### src/rtl/core/i2cmrt_pkg.sv
// Package with the types, codes and constants of the I2C register transfer sequencer.
package i2cmrt_pkg;

  localparam int unsigned LimitWidth   = 8;
  localparam int unsigned CountWidth   = 16;
  localparam int unsigned ByteWidth    = 8;
  localparam int unsigned OpWidth      = 2;
  localparam int unsigned EventWidth   = 3;
  localparam int unsigned CtrlWidth    = 4;
  localparam int unsigned InDataWidth  = 56;
  localparam int unsigned OutDataWidth = 40;

  localparam logic [LimitWidth-1:0] BusyAbortLimitReset = 8'd20;
  localparam logic [LimitWidth-1:0] RejectMax           = 8'hFF;
  localparam logic [ByteWidth-1:0]  ReadBit             = 8'h01;

  // Bus control bits kept in state, and the repeated-start pulse bit.
  localparam int unsigned CbMaster = 0;
  localparam int unsigned CbTx     = 1;
  localparam int unsigned CbNoAck  = 2;
  localparam int unsigned CbRsta   = 3;

  typedef enum logic [OpWidth-1:0] {
    OP_START_READ  = 2'd0,
    OP_START_WRITE = 2'd1,
    OP_BUS_IRQ     = 2'd2,
    OP_BUS_IRQ_ALT = 2'd3
  } op_e;

  typedef enum logic [2:0] {
    PH_IDLE  = 3'd0,
    PH_ADDR  = 3'd1,
    PH_REG   = 3'd2,
    PH_RDBIT = 3'd3,
    PH_RX    = 3'd4,
    PH_TX    = 3'd5
  } phase_e;

  typedef enum logic [EventWidth-1:0] {
    EV_NONE        = 3'd0,
    EV_READ_DONE   = 3'd1,
    EV_WRITE_DONE  = 3'd2,
    EV_BUSY_ABORT  = 3'd3,
    EV_ARB_LOST    = 3'd4,
    EV_UNEXPECTED  = 3'd5
  } event_e;

  typedef struct packed {
    logic [OpWidth-1:0]    op;
    logic [ByteWidth-1:0]  device_addr;
    logic [ByteWidth-1:0]  reg_addr;
    logic [CountWidth-1:0] byte_count;
    logic [ByteWidth-1:0]  tx_data;
    logic                  arb_lost;
    logic                  transfer_flag;
    logic [ByteWidth-1:0]  rx_data;
  } in_item_t;

  typedef struct packed {
    logic                  accepted;
    logic                  send_valid;
    logic [ByteWidth-1:0]  send_byte;
    logic [CtrlWidth-1:0]  control_bits;
    logic                  rx_valid;
    logic [ByteWidth-1:0]  rx_byte;
    logic [CountWidth-1:0] byte_index;
    event_e                event_code;
  } result_t;

endpackage

### src/rtl/core/i2cmrt_seq.sv
// Phase machine, counters and result logic for one item of the transfer sequencer.
module i2cmrt_seq import i2cmrt_pkg::*; (
  input  logic                  clk_i,
  input  logic                  rst_ni,
  input  logic                  step_i,
  input  in_item_t              item_i,
  input  logic                  limit_we_i,
  input  logic [LimitWidth-1:0] limit_i,
  output result_t               res_o
);

  logic [LimitWidth-1:0] limit_q;
  phase_e                phase_q, phase_d;
  logic                  is_read_q, is_read_d;
  logic [ByteWidth-1:0]  dev_q, dev_d;
  logic [ByteWidth-1:0]  reg_q, reg_d;
  logic [CountWidth-1:0] total_q, total_d;
  logic [CountWidth-1:0] done_q, done_d;
  logic [LimitWidth-1:0] rejects_q, rejects_d;
  logic [2:0]            bus_ctrl_q, bus_ctrl_d;
  logic [CountWidth-1:0] done_inc;
  logic [LimitWidth-1:0] rejects_inc;
  logic                  rsta;
  result_t               res;

  assign done_inc    = done_q + 16'd1;
  assign rejects_inc = (rejects_q == RejectMax) ? rejects_q : rejects_q + 8'd1;

  // Next state of the phase machine and its counters.
  always_comb begin
    phase_d    = phase_q;
    is_read_d  = is_read_q;
    dev_d      = dev_q;
    reg_d      = reg_q;
    total_d    = total_q;
    done_d     = done_q;
    rejects_d  = rejects_q;
    bus_ctrl_d = bus_ctrl_q;
    if (!item_i.op[1]) begin
      if (phase_q == PH_IDLE) begin
        dev_d      = item_i.device_addr;
        reg_d      = item_i.reg_addr;
        total_d    = item_i.byte_count;
        is_read_d  = (op_e'(item_i.op) == OP_START_READ);
        rejects_d  = '0;
        done_d     = '0;
        phase_d    = PH_ADDR;
        bus_ctrl_d[CbMaster] = 1'b1;
        bus_ctrl_d[CbTx]     = 1'b1;
      end else begin
        rejects_d = rejects_inc;
        if (rejects_inc >= limit_q) begin
          bus_ctrl_d = '0;
          phase_d    = PH_IDLE;
          rejects_d  = '0;
        end
      end
    end else if (item_i.arb_lost) begin
      bus_ctrl_d = '0;
      phase_d    = PH_IDLE;
    end else if (item_i.transfer_flag && phase_q != PH_IDLE) begin
      unique case (phase_q)
        PH_ADDR:  phase_d = PH_REG;
        PH_REG:   phase_d = is_read_q ? PH_RDBIT : PH_TX;
        PH_RDBIT: begin
          phase_d = PH_RX;
          bus_ctrl_d[CbTx]    = 1'b0;
          bus_ctrl_d[CbNoAck] = 1'b0;
        end
        PH_RX: begin
          done_d = done_inc;
          bus_ctrl_d[CbNoAck] = 1'b1;
          if (done_inc == total_q) begin
            bus_ctrl_d = '0;
            phase_d    = PH_IDLE;
          end
        end
        PH_TX: begin
          done_d = done_inc;
          if (done_inc == total_q) begin
            bus_ctrl_d = '0;
            phase_d    = PH_IDLE;
          end
        end
        default:  phase_d = PH_IDLE;
      endcase
    end
  end

  // Result fields of the item.
  always_comb begin
    res            = '0;
    res.event_code = EV_NONE;
    rsta           = 1'b0;
    if (!item_i.op[1]) begin
      if (phase_q == PH_IDLE) begin
        res.accepted   = 1'b1;
        res.send_valid = 1'b1;
        res.send_byte  = item_i.device_addr;
      end else if (rejects_inc >= limit_q) begin
        res.event_code = EV_BUSY_ABORT;
      end
    end else if (item_i.arb_lost) begin
      res.event_code = EV_ARB_LOST;
    end else if (!item_i.transfer_flag || phase_q == PH_IDLE) begin
      res.event_code = EV_UNEXPECTED;
    end else begin
      unique case (phase_q)
        PH_ADDR: begin
          res.send_valid = 1'b1;
          res.send_byte  = reg_q;
        end
        PH_REG: begin
          res.send_valid = 1'b1;
          if (is_read_q) begin
            rsta          = 1'b1;
            res.send_byte = dev_q | ReadBit;
          end else begin
            res.send_byte  = item_i.tx_data;
            res.byte_index = done_q;
          end
        end
        PH_RDBIT: ;
        PH_RX: begin
          res.rx_valid   = 1'b1;
          res.rx_byte    = item_i.rx_data;
          res.byte_index = done_q;
          if (done_inc == total_q) res.event_code = EV_READ_DONE;
        end
        PH_TX: begin
          if (done_inc == total_q) begin
            res.event_code = EV_WRITE_DONE;
          end else begin
            res.send_valid = 1'b1;
            res.send_byte  = item_i.tx_data;
            res.byte_index = done_inc;
          end
        end
        default: res.event_code = EV_UNEXPECTED;
      endcase
    end
    res.control_bits = {rsta, bus_ctrl_d};
  end

  assign res_o = res;

  always_ff @(posedge clk_i or negedge rst_ni) begin
    if (!rst_ni) begin
      limit_q    <= BusyAbortLimitReset;
      phase_q    <= PH_IDLE;
      is_read_q  <= 1'b0;
      dev_q      <= '0;
      reg_q      <= '0;
      total_q    <= '0;
      done_q     <= '0;
      rejects_q  <= '0;
      bus_ctrl_q <= '0;
    end else begin
      if (limit_we_i) limit_q <= limit_i;
      if (step_i) begin
        phase_q    <= phase_d;
        is_read_q  <= is_read_d;
        dev_q      <= dev_d;
        reg_q      <= reg_d;
        total_q    <= total_d;
        done_q     <= done_d;
        rejects_q  <= rejects_d;
        bus_ctrl_q <= bus_ctrl_d;
      end
    end
  end

  // The bus is released whenever the sequencer rests in idle.
  a_idle_released: assert property (@(posedge clk_i) disable iff (!rst_ni)
    phase_q == PH_IDLE |-> bus_ctrl_q == 3'd0)
    else $error("bus control held while idle");

  a_accept_to_addr: assert property (@(posedge clk_i) disable iff (!rst_ni)
    step_i && res.accepted |=> phase_q == PH_ADDR && done_q == '0 && rejects_q == '0)
    else $error("accepted start did not enter the address phase");

  a_abort_clears: assert property (@(posedge clk_i) disable iff (!rst_ni)
    step_i && res.event_code == EV_BUSY_ABORT |=> phase_q == PH_IDLE && rejects_q == '0)
    else $error("busy abort did not return to idle");

  a_rx_only_read: assert property (@(posedge clk_i) disable iff (!rst_ni)
    step_i && res.rx_valid |-> is_read_q && !res.send_valid)
    else $error("received byte delivered outside a read");

endmodule

### src/rtl/core/i2c_master_register_transfer.sv
// I2C master register transfer sequencer: the top level with its input and result registers.
//
// Input channel s_axis: one beat is a start request (read or write) or a bus interrupt
// event, with the op in tuser and the operands and interrupt status in tdata.
// Output channel m_axis: exactly one result beat for every input beat, in order,
// carrying the bus commands, the received byte, the byte index and an event code.
// The user writes the abort limit for rejected starts through busy_abort_limit_we_i only
// while the block is idle; the block does not check this. It takes effect on the next beat.
// Timing: a beat accepted into the input register is processed by the phase machine, and
// its result is loaded into the output register; a receiver stall can hold it in the input
// register first. Throughput is one beat per cycle while the receiver does not stall, set by
// the single registered pass of the phase machine between the input and output registers.
// When the receiver stalls, the output register holds its beat, the input register
// takes one more beat and then tready falls until the output drains.
// Reset clears the valid flags of both registers, the phase machine (idle, bus released)
// and the counters, and sets the abort limit to 20.
module i2c_master_register_transfer import i2cmrt_pkg::*; (
  input  logic                    clk_i,
  input  logic                    rst_ni,
  input  logic                    s_axis_tvalid,
  output logic                    s_axis_tready,
  // device_addr[7:0], reg_addr[15:8], byte_count[31:16], tx_data[39:32],
  // arb_lost[40], transfer_flag[41], rx_data[49:42], zeros above
  input  logic [InDataWidth-1:0]  s_axis_tdata,
  // op[1:0]
  input  logic [OpWidth-1:0]      s_axis_tuser,
  output logic                    m_axis_tvalid,
  input  logic                    m_axis_tready,
  // accepted[0], send_valid[1], send_byte[9:2], control_bits[13:10], rx_valid[14],
  // rx_byte[22:15], byte_index[38:23], zero at bit 39
  output logic [OutDataWidth-1:0] m_axis_tdata,
  // event_code[2:0]
  output logic [EventWidth-1:0]   m_axis_tuser,
  input  logic                    busy_abort_limit_we_i,
  input  logic [LimitWidth-1:0]   busy_abort_limit_i
);

  logic     in_valid_q;
  in_item_t in_item_q;
  logic     out_valid_q;
  result_t  out_q;
  result_t  res;
  logic     step;

  assign step          = in_valid_q && (!out_valid_q || m_axis_tready);
  assign s_axis_tready = !in_valid_q || step;

  i2cmrt_seq u_seq (
    .clk_i      (clk_i),
    .rst_ni     (rst_ni),
    .step_i     (step),
    .item_i     (in_item_q),
    .limit_we_i (busy_abort_limit_we_i),
    .limit_i    (busy_abort_limit_i),
    .res_o      (res)
  );

  always_ff @(posedge clk_i or negedge rst_ni) begin
    if (!rst_ni) begin
      in_valid_q  <= 1'b0;
      out_valid_q <= 1'b0;
    end else begin
      if (s_axis_tready) in_valid_q <= s_axis_tvalid;
      if (step) begin
        out_valid_q <= 1'b1;
      end else if (m_axis_tready) begin
        out_valid_q <= 1'b0;
      end
    end
  end

  always_ff @(posedge clk_i) begin
    if (s_axis_tready && s_axis_tvalid) begin
      in_item_q.op            <= s_axis_tuser;
      in_item_q.device_addr   <= s_axis_tdata[7:0];
      in_item_q.reg_addr      <= s_axis_tdata[15:8];
      in_item_q.byte_count    <= s_axis_tdata[31:16];
      in_item_q.tx_data       <= s_axis_tdata[39:32];
      in_item_q.arb_lost      <= s_axis_tdata[40];
      in_item_q.transfer_flag <= s_axis_tdata[41];
      in_item_q.rx_data       <= s_axis_tdata[49:42];
    end
    if (step) out_q <= res;
  end

  assign m_axis_tvalid = out_valid_q;
  assign m_axis_tdata  = {1'b0, out_q.byte_index, out_q.rx_byte, out_q.rx_valid,
                          out_q.control_bits, out_q.send_byte, out_q.send_valid,
                          out_q.accepted};
  assign m_axis_tuser  = out_q.event_code;

endmodule

### config.mk
export PLATFORM = sky130hd
export DESIGN_NAME = i2c_master_register_transfer
export DESIGN_NICKNAME = d
export VERILOG_FILES = /design/src/rtl/core/i2cmrt_pkg.sv /design/src/rtl/core/i2cmrt_seq.sv /design/src/rtl/core/i2c_master_register_transfer.sv
export SDC_FILE = /design/constraint.sdc
export NUM_CORES = 1
export LEC_CHECK = 0
export BUFFER_PORTS_ARGS = -buffer_cell sky130_fd_sc_hd__buf_2
export CORE_MARGIN = 4
export CORE_UTILIZATION = 40
export DETAILED_ROUTE_END_ITERATION = 8
export SYNTH_ARGS = -nofsm -noshare
export SYNTH_HDL_FRONTEND = slang
export SYNTH_SLANG_ARGS = --single-unit
### constraint.sdc
create_clock -name clk_i -period 4 [get_ports clk_i]
set_input_delay 1 -clock clk_i [delete_from_list [all_inputs] [get_ports clk_i]]
set_output_delay 1 -clock clk_i [all_outputs]
set_load 0.03 [all_outputs]
==> flow_metrics.tcl <==
set metrics [dict create \
    timing.reg2reg.setup_slack_ps 440 \
    dr.pass1.iters 5 \
    detail-route-antenna-nets 0 \
    hold_viol 0 \
    endpoint "u_seq.rejects_q[3]" \
    dp_hpwl_um 11740 \
    cp.required_ps 4310 \
    setup-violations-final 0 \
    holdCritPathClass "flop to flop" \
    root_buffer "clkbuf_16" \
    setup_tns_ps 0 \
    cts_resized 0 \
    clockBufferDepth 2 \
    hold_ws_ps 437.5 \
    row_count 50 \
    synth_mux_area_share_pct 0.8594 \
    fillers 1754 \
    critPathTopFamily "simple AND/OR/NAND/NOR gates" \
    status "complete, no violations" \
    cp-start-kind "flop" \
    io_buffer_count 108 \
    grt_max_degree 39 \
    chipHeight_um 145.6 \
    dieArea_um2 21190 \
    path_clk_slew_ps 60 \
    fmax_mhz 281.0 \
    grt_overflow 0 \
    synth-simple-area-share_pct 17.78 \
    clock_latency_ps 420 \
    synthAdderAreaFrac_pct 1.653 \
    antenna_found_initial 0 \
    slew_viol_final 0 \
    setup.worst_path.class "flop to flop" \
    synthFlopType "edfxtp_1" \
    tightest_slew_ps 1245 \
    worst_r2r_endpoint "u_seq.rejects_q[3]" \
    synth_top_cell_by_area "edfxtp_1" \
    slew_headroom_pct 16.42 \
    cts_hold_buffers 0 \
    nNetsFinal 878 \
    area_delta_synth_final_pct 17.80 \
    ys_warn_count 0 \
    vias_per_cell 5.278 \
    syn_inst 698 \
    p_leak_nw 3.865 \
    slowest_stage "dfrtp_1" \
    critical_path_buf_inv_count 1 \
    end_kind "flop" \
    worstSetupStartpoint "u_seq.rejects_q[0]" \
    ir_worst_vdd_uv 317.7 \
    cts_buffers 17 \
    reg2reg_depth 15 \
    io_pins 116 \
    seq_area_frac_synth_pct 61.11 \
    crit_arrival_ps 3870 \
    drt_iter0_markers 377 \
    wl_um 16630 \
    synth_top_family_by_area "simple AND/OR/NAND/NOR gates" \
    grt_usage_pct 16.21 \
    synth_compound_area_share_pct 12.64 \
    cp_num_cells 15 \
    post-route-drc-count 0 \
    yosys-top-cells-area "edfxtp_1 (37%), dfrtp_1 (23%), nand2_1 (7.0%), o21ai_0 (3.2%), nor2_1 (2.3%)" \
    fin_crit_sh_pct 88.96 \
    grt_first_pass_wirelength_um 28110 \
    fin_cells 1044 \
    syn_area_um2 7571 \
    worstPathCellList "ha_1, nand2_1, nor2_1, nand3_1, nand4_1, xnor2_1, ha_1, a21o_1, a2111oi_0, o21ai_0, o21ai_2, buf_4, nand2_1, or2_2, o41ai_1" \
    wl_per_cell_um 15.93 \
    syn_nets 779 \
    p_total_mw 4.780 \
    fp.coreArea_um2 18640 \
    synth_xor_area_share_pct 2.776 \
    cp_max_fo 5 \
    finalCriticalPeriod_ps 3558 \
    dp.cells 1012 \
    worstReg2RegStart "u_seq.rejects_q[0]" \
    synth_edf_count 94 \
    globalplace.congestion 0.8529 \
    synth_seq_cells 166 \
    final_util_pct 47.84 \
    hp-start "in_item_q[28]" \
    layout-drive-gt1-share_pct 20.99 \
    vias 5510 \
    antenna_cells 0 \
    yosys.cell_types.count 63 \
    cts_sinks 166 \
    grt_pass1_vias 5650 \
    powerDensity_nw_per_um2 536.0 \
    finalClockSkew_ps 8.258 \
    post_cts_buffers 0 \
    die_w_um 145.6 \
    ctsHtreeMaxLevel 4 \
    initial_core_util_pct 40.61 \
    yosys.area.top_type_share_pct 37.28 \
    async_flop_share_pct 43.37 \
    cp_slowest_stage_delay_ps 420 \
    cts_tree "done" \
    syn_avg_cell_area_um2 10.85 \
    max_cap_violations 0 \
]
[routing by layer]
| layer | GRT usage, % | part of all wire [%] | up-vias |
|---|---|---|---|
| li1 | - | - | 2696 |
| met1 | 21.06 | 46 | 2654 |
| met2 | 26.92 | 48 | 140 |
| met3 | 4.142 | 4.9 | 20 |
| met4 | 4.938 | 1.5 | 0 |
| met5 | 0 | 0 | - |
[area by class of cell]
cell class,instances,area (um^2),area share (%)
Sequential cell,166,4627,51.88
Multi-Input combinational cell,474,2720,30.50
Timing Repair Buffer,120,643.1,7.211
Clock buffer,19,442.9,4.966
Tap cell,234,292.8,3.283
Clock inverter,13,125.1,1.403
Inverter,18,67.56,0.7576
[worst reg2reg max path, delay by kind of cell (launching register included)]
kind | cells | cell delay [ps]
buffers and inverters | 1 | 170
AND/OR/NAND/NOR | 6 | 1100
AO/OA/AOI/OAI | 5 | 1070
flip-flops | 1 | 420
adder cells (fa/ha/maj) | 2 | 530
XOR/XNOR | 1 | 160
[synthesized netlist by cell type, types with 3 or more instances]
master      n
nand2b_1   12
xnor2_1    13
nand3_1    23
nor3_1     20
a21o_1     16
o211ai_1    3
nand4_1     6
xor2_1     11
a32oi_1     6
nor2b_1     5
ha_1       10
a31oi_1     4
a21oi_1    11
or2_2       3
or3_1       5
nor4b_1     3
and2_1     12
mux2_2      4
and3_1      5
o21ai_0    49
buf_2      12
nand2_1   141
clkbuf_1   27
o21a_1      4
nor2_1     47
o31ai_1    15
edfxtp_1   94
a221o_1     6
dfrtp_1    70
inv_1      17
[registers in the layout, indices dropped and copies added, names as in the netlist]
register,flops
u_seq.limit_q,8
u_seq.dev_q,7
u_seq.phase_q,3
in_item_q,52
u_seq.bus_ctrl_q,3
u_seq.reg_q,8
u_seq.total_q,16
u_seq.rejects_q,8
u_seq.is_read_q,1
m_axis_tvalid,1
u_seq.done_q,16
m_axis_tuser,3
m_axis_tdata,39
in_valid_q,1
[kinds of logic after synthesis]
kind of cell,after synthesis
muxes,6
buffers and inverters,58
other,1
and+or+nand+nor,292
AOI/OAI and AO/OA,141
DFF,166
xor gates and xnor gates,24
adders and majority gates,10
[stage by stage]
stage          worst slack, ps  cell area, um^2
2_1_floorplan            622.6             7571
3_3_place_gp             454.8             8344
3_5_place_dp             388.2             8344
4_1_cts                  368.4             8912
5_1_grt                 -2.003             8919
6_report                 441.6             8919
[report_power, final]
| part | total [mW] | internal, mW | leakage [nW] | switching (mW) |
|---|---|---|---|---|
| registers | 2.31 | 2.10 | 1.84 | 0.207 |
| logic | 0.926 | 0.354 | 1.75 | 0.572 |
| clock network | 1.55 | 0.881 | 0.274 | 0.665 |
[worst min path at each step]
stage | endpoint | slack [ps] | depth (start not counted)
global placement | u_seq.is_read_q | 420 | 1
floorplan | u_seq.is_read_q | 410 | 1
finish | u_seq.total_q[10] | 440 | 2
CTS | u_seq.total_q[10] | 440 | 2
global route | u_seq.is_read_q | 460 | 1
detailed placement | u_seq.total_q[10] | 420 | 2
[cell usage in the layout (no fill, tap or decap), types with 17 or more instances in the layout]
cell type	Yosys	layout
buf_2	12	108
o21ai_0	49	48
nand2_1	141	141
inv_1	17	17
nand3_1	23	23
nor2_1	47	46
nor3_1	20	19
edfxtp_1	94	94
dfrtp_1	70	70
clkbuf_16	0	17
No activity file was read; power rests on OpenSTA's default activity.
